==> config.mk <==
export PLATFORM = sky130hd
export DESIGN_NAME = nlms_mul
export DESIGN_NICKNAME = d
export VERILOG_FILES = /design/src/design/nlms_pkg.sv /design/src/design/nlms_mul.sv
export SDC_FILE = /design/constraint.sdc
export NUM_CORES = 2
export LEC_CHECK = 0
export BUFFER_PORTS_ARGS = -buffer_cell sky130_fd_sc_hd__buf_2
export CAP_MARGIN = 20
export CORE_MARGIN = 3
export CORE_UTILIZATION = 62
export DETAILED_ROUTE_END_ITERATION = 7
export GPL_TIMING_DRIVEN = 0
export PLACE_DENSITY = 0.82
export SLEW_MARGIN = 40
export SYNTH_ARGS = -nofsm -noshare
export SYNTH_HDL_FRONTEND = slang
export SYNTH_SLANG_ARGS = --single-unit
==> constraint.sdc <==
create_clock -name aclk -period 10.9 [get_ports aclk]
set_clock_uncertainty 0.2 [all_clocks]
set_input_delay 2.18 -clock aclk [delete_from_list [all_inputs] [get_ports aclk]]
set_output_delay 2.18 -clock aclk [all_outputs]
set_load 0.01 [all_outputs]
==> src/design/nlms_pkg.sv <==
// Shared widths, formats and register indexes of the NLMS echo canceller.
// Used by the multiplier, the divider and the top-level core.
package nlms_pkg;

    // Sample and weight formats.
    localparam int SAMPLE_BITS = 16;
    localparam int WEIGHT_BITS = 32;
    localparam int WEIGHT_FRAC = 27;
    localparam int TAPS_DEF    = 256;

    // Gain: floor(mu*|err|*2^26 / den), clamped to 47 bits.
    localparam int STEP_BITS  = 16;
    localparam int REG_BITS   = 32;
    localparam int GAIN_SHIFT = 26;
    localparam int GAIN_BITS  = 47;
    localparam int NUM_W      = STEP_BITS + SAMPLE_BITS + GAIN_SHIFT;

    // Shared multiplier operand and product widths.
    localparam int MUL_A_W = GAIN_BITS + 1;
    localparam int MUL_B_W = SAMPLE_BITS + 1;
    localparam int MUL_P_W = MUL_A_W + MUL_B_W;

    // Configuration register indexes and reset values.
    localparam int CFG_ADDR_W = 1;
    localparam logic [CFG_ADDR_W-1:0] CFG_STEP_SIZE     = 1'b0;
    localparam logic [CFG_ADDR_W-1:0] CFG_REGULARIZATION = 1'b1;
    localparam logic [STEP_BITS-1:0]  STEP_RST = 16'd32768;
    localparam logic [REG_BITS-1:0]   REGZ_RST = 32'd1024;

endpackage

==> src/design/nlms_mul.sv <==
// Shared signed multiplier with a registered product.
// Depends on nlms_pkg for operand widths.
module nlms_mul
    import nlms_pkg::*;
(
    input  logic                      aclk,
    input  logic                      en,
    input  logic signed [MUL_A_W-1:0] a,
    input  logic signed [MUL_B_W-1:0] b,
    output logic signed [MUL_P_W-1:0] p_reg
);

    // One product per enabled cycle.
    always_ff @(posedge aclk) begin
        if (en) begin
            p_reg <= MUL_P_W'(a) * MUL_P_W'(b);
        end
    end

endmodule

==> results.cfg <==
[drt]
first_pass_iters = 6
drt_wl_total_um = 82320
routedWlPerCell_um = 20.64
drc = 0
ant_nets = 0
viasPerCell = 5.573
dr_total_vias = 22230
drt_iter0_markers = 1573

[clock_tree]
root_buffer = clkbuf_16
post_cts_buffers = 0
cts_tree = built
ctsHtreeMaxLevel = 3
cts.path.max_buffers = 2
clk_pin_slew_ns = 0.08
cts_hold_buf = 0
cts_sinks = 65
cts_resized = 0
cts_inserted_buffers = 9

[synth]
synth.most_common_cell = inv_1
ys_warn_count = 0
synth_area_per_cell_um2 = 9.062
syn_inst = 3246
synthArstFlopShare = 0
netlist.area_leader.share = 0.5179
synthTopCellsByCount = inv_1 (854), fa_1 (761), nand2_1 (515)
synth_cell_types = 63
synth_ff_type = edfxtp_1
synth-edff-count = 65
synth_top_area_cell = fa_1
synth_fp_nets = 4221
synth_area_leaders = fa_1 (52%), inv_1 (11%), edfxtp_1 (6.6%)
ys_seq_area_frac = 0.06635
syn_area_um2 = 29420
synth-seq-cells = 65

[die]
die_h_um = 223.8
initial_core_util = 0.6292
design.core.area_um2 = 46750
rows = 79
die-width_um = 223.8
die_area_um2 = 50100
io_pins = 132

[setup_path]
cp_slowest_cell = nor4_1
worstSetupPathType = in2reg
crit_path_start_kind = primary input
timing.critical_path.mode_cell = fa_1
worst_path_largest_cell_delay_ns = 0.80
cp.arrival_ns = 10.66
crit_family = adder cells
crit_required_ns = 10.82
critPathMaxFanout = 10
critPathBufInv = 8
end_kind = flip-flop

[timing]
layout_setup_ws_ns = 0.1596
finalHoldViolCount = 0
post-route-period-util = 0.9854
min_period_ns = 10.74
max_freq_mhz = 93.11
max_slew_margin = 0.3973
drv_slew = 0
rsz0062_at_grt = no
worst_pin_slew_ns = 0.9041
setup_viol = 0

[global_routing]
grt_pass1_wl_um = 133200
grt_overflow = 0
gr-usage-all-layers = 0.3530
grt_max_degree = 34
grt_antenna_before_repair = 4
grt_pass1_vias = 24290

[finish]
area_growth_pct = 5.840
drive_above_1_share = 0.04618
nets = 4348
largest_reg_flops = 65

[place]
hpwl_um = 69710
place_congestion = 0.9947
post-place-ws_ns = -0.07953
io_buffers = 115

[flow_run]
drv_cap = 0

[hold_path]
hp-class = in2reg

[status]
status = finished, final reports clean
per-layer routing:
| layer | global-route usage | up-vias | share of wire |
|---|---|---|---|
| li1 | - | 9621 | - |
| met1 | 0.4434 | 11150 | 0.37 |
| met2 | 0.5622 | 1146 | 0.46 |
| met3 | 0.1059 | 307 | 0.11 |
| met4 | 0.1789 | 2 | 0.066 |
| met5 | 0 | - | 0.00017 |
cells by family after synthesis:
logic type / after synthesis / share of synthesized area
xor+xnor: 62 / 0.01846
simple gates: 993 / 0.1595
buf+inv: 1003 / 0.1280
flops: 65 / 0.06635
mux: 1 / 0.0003403
compound gates: 214 / 0.04692
fa+ha+maj: 908 / 0.5804
area by class of cell:
class | count | area, um2
flip-flops and latches | 65 | 1952
inverters | 855 | 3209
plain buffers | 148 | 566.8
clock inverters | 7 | 93.84
clock buffers | 9 | 225.2
repair buffers | 116 | 601.8
diodes | 4 | 10.01
fillers | 3708 | 15620
well taps | 607 | 759.5
multi-input cells | 2178 | 23720
layout by cell type, fill, tap and decap left out, types with 26 or more instances in the layout:
cell	Yosys	routed
ha_1	147	147
o21ai_0	44	44
xnor2_1	47	47
fa_1	761	760
a21o_1	26	26
and2_1	304	304
a21oi_1	77	77
nand2_1	515	515
buf_2	1	115
nor2_1	90	90
inv_1	854	854
clkbuf_1	142	134
edfxtp_1	65	65
stage by stage:
step	util	hold slack, ns	instances	setup TNS [ns]	area, um2
2_1_floorplan	-	2.093	3246	0	29420
3_3_place_gp	0.6577	2.387	3968	0	30750
3_5_place_dp	0.6586	2.390	3969	-0.07953	30790
4_1_cts	0.6654	1.975	3985	0	31110
5_1_grt	0.6657	1.991	3985	0	31120
6_report	0.6659	1.989	3989	0	31130
worst paths after layout:
kind / to / start / depth (start not counted)
max: p_reg[62] / b[6] / 25
min: p_reg[37] / en / 1
Power is not shown: default switching activity piles up to over one toggle a cycle in this logic, so the estimate is an artifact.
