## src/design/nlms_pkg.sv

```systemverilog
// Shared widths, formats and register indexes of the NLMS echo canceller.
// Used by the multiplier, the divider and the top-level core.
package nlms_pkg;

    // Sample and weight formats.
    localparam int SAMPLE_BITS = 16;
    localparam int WEIGHT_BITS = 32;
    localparam int WEIGHT_FRAC = 27;
    localparam int TAPS_DEF    = 256;

    // Gain: floor(mu*|err|*2^26 / den), clamped to 47 bits.
    localparam int STEP_BITS  = 16;
    localparam int REG_BITS   = 32;
    localparam int GAIN_SHIFT = 26;
    localparam int GAIN_BITS  = 47;
    localparam int NUM_W      = STEP_BITS + SAMPLE_BITS + GAIN_SHIFT;

    // Shared multiplier operand and product widths.
    localparam int MUL_A_W = GAIN_BITS + 1;
    localparam int MUL_B_W = SAMPLE_BITS + 1;
    localparam int MUL_P_W = MUL_A_W + MUL_B_W;

    // Configuration register indexes and reset values.
    localparam int CFG_ADDR_W = 1;
    localparam logic [CFG_ADDR_W-1:0] CFG_STEP_SIZE     = 1'b0;
    localparam logic [CFG_ADDR_W-1:0] CFG_REGULARIZATION = 1'b1;
    localparam logic [STEP_BITS-1:0]  STEP_RST = 16'd32768;
    localparam logic [REG_BITS-1:0]   REGZ_RST = 32'd1024;

endpackage

```

## src/design/nlms_div.sv

```systemverilog
// Restoring unsigned divider, one quotient bit per cycle.
// Depends on nlms_pkg for the numerator width.
module nlms_div
    import nlms_pkg::*;
#(
    parameter int DEN_W = 41
) (
    input  logic             aclk,
    input  logic             aresetn,
    input  logic             start,
    input  logic [NUM_W-1:0] num,
    input  logic [DEN_W-1:0] den,
    output logic             done,
    output logic [NUM_W-1:0] quo
);

    localparam int CW = $clog2(NUM_W + 1);

    logic             busy_reg;
    logic             done_reg;
    logic [CW-1:0]    cnt_reg;
    logic [NUM_W-1:0] num_reg;
    logic [NUM_W-1:0] quo_reg;
    logic [DEN_W-1:0] den_reg;
    logic [DEN_W-1:0] rem_reg;
    logic [DEN_W:0]   trial;
    logic [DEN_W:0]   diff;
    logic             fits;

    // Trial subtraction of the divisor from the shifted remainder.
    assign trial = {rem_reg, num_reg[NUM_W-1]};
    assign diff  = trial - {1'b0, den_reg};
    assign fits  = trial >= {1'b0, den_reg};

    // Control.
    always_ff @(posedge aclk) begin
        if (!aresetn) begin
            busy_reg <= 1'b0;
            done_reg <= 1'b0;
            cnt_reg  <= '0;
        end else begin
            done_reg <= 1'b0;
            if (start) begin
                busy_reg <= 1'b1;
                cnt_reg  <= CW'(NUM_W);
            end else if (busy_reg) begin
                cnt_reg <= cnt_reg - 1'b1;
                if (cnt_reg == CW'(1)) begin
                    busy_reg <= 1'b0;
                    done_reg <= 1'b1;
                end
            end
        end
    end

    // Datapath.
    always_ff @(posedge aclk) begin
        if (start) begin
            num_reg <= num;
            den_reg <= den;
            rem_reg <= '0;
            quo_reg <= '0;
        end else if (busy_reg) begin
            rem_reg <= fits ? diff[DEN_W-1:0] : trial[DEN_W-1:0];
            num_reg <= {num_reg[NUM_W-2:0], 1'b0};
            quo_reg <= {quo_reg[NUM_W-2:0], fits};
        end
    end

    assign done = done_reg;
    assign quo  = quo_reg;

endmodule

```

## config.mk

```make
export PLATFORM = sky130hd
export DESIGN_NAME = nlms_div
export DESIGN_NICKNAME = d
export VERILOG_FILES = /design/src/design/nlms_pkg.sv /design/src/design/nlms_div.sv
export SDC_FILE = /design/constraint.sdc
export NUM_CORES = 1
export LEC_CHECK = 0
export ABC_AREA = 1
export CAP_MARGIN = 20
export CORE_AREA = 2 2 195 216
export CTS_BUF_LIST = sky130_fd_sc_hd__clkbuf_8
export DETAILED_ROUTE_END_ITERATION = 12
export DIE_AREA = 0 0 197 218
export DONT_BUFFER_PORTS = 1
export GPL_TIMING_DRIVEN = 0
export PLACE_DENSITY_LB_ADDON = 0.1
export SYNTH_ARGS = -nofsm -noshare
export SYNTH_HDL_FRONTEND = slang
export SYNTH_SLANG_ARGS = --single-unit
```

## constraint.sdc

```tcl
create_clock -name aclk -period 2.8 [get_ports aclk]
set_input_delay 0.14 -clock aclk [delete_from_list [all_inputs] [get_ports aclk]]
set_output_delay 0.14 -clock aclk [all_outputs]
set_load 0.05 [all_outputs]
```

==> summary.txt, run 1 <==
Synth area leader -> edfxtp_1
Vias per inst -> 4.312
H-tree levels -> 2
R2R cell count -> 13
Type of the worst setup path -> reg -> reg
DIE HEIGHT -> 218 µm
Synthesized Nets -> 1693
Mapped Area -> 0.01129 mm²
Most frequent cells in the layout -> nand2_1 (584), inv_1 (306), dfxtp_1 (107)
EDFF count, synth -> 99
FF-to-FF End -> rem_reg[17]
Routability Congestion -> 0.8769
Cells after Synth -> 1547
DR vias -> 9677
Clock skew -> 34.79 ps
DRT antenna net count -> 0
Worst-case clock buffer depth -> 3
Worst Path Arrival -> 3040 ps
Min-Delay Endpoint -> den_reg[9]
Placed Cells incl. Taps -> 2068
Leak -> 6.634 nW
#FFs+latches synth -> 206
Top post-synthesis cells by area -> edfxtp_1 (26%), nand2_1 (19%), dfxtp_1 (19%)
M1 GR Usage -> 19.46%
Largest net degree at the start of global routing -> 67
Max FO, Critical Path -> 10
Worst hold stages -> 1
IO Pins -> 161
Initial Utilization -> 27.67%
Clock Latency Late Sink -> 590 ps
Slowest-stage cell, CP -> fa_1
Final Hold Fails -> 0
DP Wirelength -> 24830 µm
Final Non-Filler Cells -> 2244
Sequential share of the synthesized area -> 45.31%
# DRC -> 0
Critical path launch point type -> flip-flop
Max-Cap Viols -> 0
Number of global-route vias before repair -> 9983
CP required -> 3280 ps
Die ar. -> 0.04295 mm²
Worst-path clk slew -> 60 ps
Area of the core -> 0.04079 mm²
Final Critical Period -> 2556 ps
Root Driver -> clkbuf_8
Crit path launch -> num_reg[57]
Met2 global-route usage -> 26.51%
Most Used Layer, Global Route -> met2
First-pass GRT wire length -> 53230 µm
Critical R2R Launch -> num_reg[57]
Final WL -> 33360 µm
Final setup viols -> 0
Period utilization -> 91.30%
Slew headroom -> 46.03%
CTS sink count -> 206
Yosys warns -> 0
CTS Buf Count -> 40
Worst Setup End Kind -> flip-flop
Top cell type's share of synthesized area -> 26.33%
Layout Nets -> 1839
Unique cell type count in the Yosys netlist -> 38
# Post-CTS Setup Buffers -> 0
FFs w/ async S/R, synth -> 0%
Worst path cell trace -> inv_1 > ha_1 > inv_1 > fa_1 > nand3_1 > nand3_2 > nand2_2 > nand3_2 > nand2_4 > buf_2 > nand3_1 > nand3_1 > nand2_1
GRT Util Overall -> 15.77%
Status -> completed
GR Layer Usage met3 -> 3.866%
Worst reg-to-reg setup slack -> 240 ps
Power per cell area -> 504.7 mW/mm²
Gr ovfl total -> 0
Hold Startpoint -> den[9]
Mapped Avg Cell Area -> 7.298 µm²
Design Power -> 6.955 mW
CTS tree -> built
Layout cells sized above 1 -> 5.640%
Ys flop type -> dfxtp_1
Hold Path Class -> in -> reg
Max Transition Viols Final -> 0
RSZ-0062 raised after global routing -> no
DR iter-0 viols -> 469
Crit path largest cell delay -> 460 ps
Initial antenna violation count -> 4
Worst-margin pin slew -> 806.6 ps
I/O Buffers -> 0
Commonest non-fill, non-tap cell in the layout -> nand2_1
Row count -> 78
Maximum vdd drop -> 0.3161 mV
Pre-Repair DR Iteration Count -> 5
Fmax achieved -> 391.2 MHz
Crit-path most repeated cell -> nand3_1
Area Overhead vs Synth -> 22.08%
Chip width -> 197 µm
Average wire per cell in the routed design -> 14.87 µm
Resized cells post-CTS -> 0
Post-layout util -> 33.78%
-- metal layers --
layer	part of all wire, %	up-vias
li1	-	5113
met1	45	4317
met2	47	190
met3	5.5	57
met4	2.7	0
met5	0	-
-- stage by stage --
| step | cell area, µm² | hold WS, ps | TNS (ps) | setup slack [ps] |
|---|---|---|---|---|
| after floorplan | 11290 | 238.9 | 0 | 767.0 |
| after global placement | 11940 | 238.9 | -45370 | -690.0 |
| after detailed placement | 11970 | 238.9 | 0 | 148.7 |
| after CTS | 13760 | 123.4 | 0 | 212.9 |
| after global routing | 13780 | 141.8 | 0 | 42.60 |
| final | 13780 | 175.4 | 0 | 243.6 |
-- what timing repair did --
action                                 CTS  global route
endpoints found under the hold margin  148             0
hold buffers                           102             0
setup endpoints to repair                0             0
-- cell type report --
type | instances | area (µm²)
Antenna cell | 4 | 10.01
Buffer | 45 | 234.0
Clock buffer | 45 | 619.3
Clock inverter | 24 | 135.1
Fill cell | 4502 | 27010
Inverter | 297 | 1115
Multi-Input combinational cell | 999 | 4830
Sequential cell | 206 | 5115
Tap cell | 520 | 650.6
Timing Repair Buffer | 104 | 1074
-- worst max-delay path by stage --
stage	end	cells past startpoint
final	rem_reg[17]	13
after global routing	rem_reg[17]	13
after CTS	rem_reg[17]	13
after detailed placement	num_reg[23]	5
after global placement	num_reg[20]	4
after floorplan	rem_reg[36]	15
-- worst max-delay path: cells and delay by family (launching register included) --
family / cells / cell delay [ps]
buf+inv: 3 / 430
fa+ha+maj: 2 / 600
simple gates: 8 / 1050
flops: 1 / 350
-- cell usage after synthesis, drive strengths merged, types with 5 or more instances --
| master | count |
|---|---|
| inv | 294 |
| ha | 43 |
| edfxtp | 99 |
| nand2 | 591 |
| a21oi | 30 |
| o22ai | 56 |
| clkbuf | 19 |
| nand3b | 19 |
| buf | 26 |
| dfxtp | 107 |
| nand4 | 5 |
| o21ai | 28 |
| and2 | 5 |
| nor2 | 85 |
| nand3 | 100 |
| xnor2 | 22 |
-- power breakdown --
group | internal [mW] | leakage, nW | switching, mW
logic | 0.266 | 4.32 | 0.416
registers | 3.33 | 1.86 | 0.0499
clock network | 1.56 | 0.452 | 1.33
-- cell families after synthesis --
group	count (synthesis)	synth area share, %
AOI/OAI and AO/OA	123	6.306
xor gates and xnor gates	23	1.784
adders and majority gates	44	4.943
buffers and inverters	342	11.91
DFF	206	45.31
and+or+nand+nor	809	29.75
(Power assumes the default switching activity.)
==> run 2, diff against run 1 <==
- RECOVER_POWER: default -> 25
==> summary.txt, run 2 (same netlist as run 1, synthesis figures left out) <==
Vias per inst -> 4.312
Placed Cells incl. Taps -> 2068
Slew headroom -> 16.94%
IO Pins -> 161
Final WL -> 33370 µm
H-tree levels -> 2
Pre-Repair DR Iteration Count -> 5
Commonest non-fill, non-tap cell in the layout -> nand2_1
Max Transition Viols Final -> 0
Worst-margin pin slew -> 1246 ps
CTS tree -> built
Chip width -> 197 µm
Hold Path Class -> in -> reg
Number of global-route vias before repair -> 9983
Met2 global-route usage -> 26.51%
Most frequent cells in the layout -> nand2_1 (584), inv_1 (307), dfxtp_1 (107)
DR iter-0 viols -> 470
GR Layer Usage met3 -> 3.866%
DP Area -> 0.01197 mm²
Leak -> 6.627 nW
DR vias -> 9677
M1 GR Usage -> 19.46%
CTS Buf Count -> 40
CTS sink count -> 206
Initial Utilization -> 27.67%
Setup TNS Final -> 0 ps
Max FO, Critical Path -> 10
Final setup viols -> 0
Power per cell area -> 505.2 mW/mm²
Status -> completed
Type of the worst setup path -> reg -> reg
Area of the core -> 0.04079 mm²
Max-Cap Viols -> 0
Post-layout util -> 33.73%
Final Critical Period -> 2557 ps
Worst Setup End Kind -> flip-flop
RSZ-0062 raised after global routing -> no
Most Used Layer, Global Route -> met2
GRT Util Overall -> 15.77%
I/O Buffers -> 0
CP required -> 3280 ps
Area Overhead vs Synth -> 21.88%
Root Driver -> clkbuf_8
Initial antenna violation count -> 4
DIE HEIGHT -> 218 µm
Period utilization -> 91.32%
Worst-path clk slew -> 60 ps
# DRC -> 0
Clock Latency Late Sink -> 590 ps
Final Non-Filler Cells -> 2244
Layout cells sized above 1 -> 5.581%
First-pass GRT wire length -> 53230 µm
Layout Nets -> 1839
Critical path launch point type -> flip-flop
Routability Congestion -> 0.8769
Worst Path Arrival -> 3040 ps
Die ar. -> 0.04295 mm²
DRT antenna net count -> 0
Final Hold Fails -> 0
Worst-case clock buffer depth -> 3
Row count -> 78
Final instance area -> 0.01376 mm²
Design Power -> 6.952 mW
Largest net degree at the start of global routing -> 67
Maximum vdd drop -> 0.3161 mV
Fmax achieved -> 391.1 MHz
Fill cells -> 4504
Average wire per cell in the routed design -> 14.87 µm
Gr ovfl total -> 0
Clock skew -> 34.79 ps
DP Wirelength -> 24830 µm
## run 2: where the power goes
group	switching (mW)	leakage (nW)	total, mW	internal [mW]
sequential	0.0499	1.86	3.38	3.33
clock	1.33	0.452	2.89	1.56
combinational	0.416	4.31	0.677	0.262
## run 2: path summary, 6_finish.rpt
| kind | depth (start not counted) | slack [ps] | endpoint | startpoint |
|---|---|---|---|---|
| min | 1 | 180 | den_reg[9] | den[9] |
| min reg2reg | 2 | 470 | rem_reg[19] | rem_reg[19] |
| max reg2reg | 13 | 240 | rem_reg[17] | num_reg[57] |
| max | 13 | 240 | rem_reg[17] | num_reg[57] |
## run 2: worst max-delay path, cell delays in order (launching register included)
cell and delay, ps:
edfxtp_1 350, inv_1 80, ha_1 140, inv_1 80, fa_1 460, nand3_1 140
nand3_2 170, nand2_2 130, nand3_2 100, nand2_4 190, buf_2 270, nand3_1 150
nand3_1 120, nand2_1 50
## run 2: layout make-up
cell class / count / area, µm² / share of cell area (%)
Clock inverter: 24 / 135.1 / 0.9821
Sequential cell: 206 / 5115 / 37.17
Clock buffer: 45 / 619.3 / 4.501
Multi-Input combinational cell: 999 / 4830 / 35.10
Timing Repair Buffer: 104 / 1051 / 7.638
Inverter: 297 / 1115 / 8.102
Tap cell: 520 / 650.6 / 4.729
Buffer: 45 / 234.0 / 1.700
Antenna cell: 4 / 10.01 / 0.07275
## run 2: layer usage
metal	up-vias	routed length (µm)
li1	5112	-
met1	4318	15080
met2	190	15570
met3	57	1830
met4	0	898
met5	-	0
## run 2: timing repair
item | 4_1_cts | 5_1_grt
buffers inserted | 0 | 0
gates resized for setup | 0 | 0
hold buffers | 102 | 0
endpoints found under the hold margin | 148 | 0
## run 2: stage by stage
step / worst slack (ps) / hold WS (ps)
2_1_floorplan: 767.0 / 238.9
3_3_place_gp: -690.0 / 238.9
3_5_place_dp: 148.7 / 238.9
4_1_cts: 212.9 / 123.4
5_1_grt: 42.61 / 141.8
6_report: 243.2 / 175.4
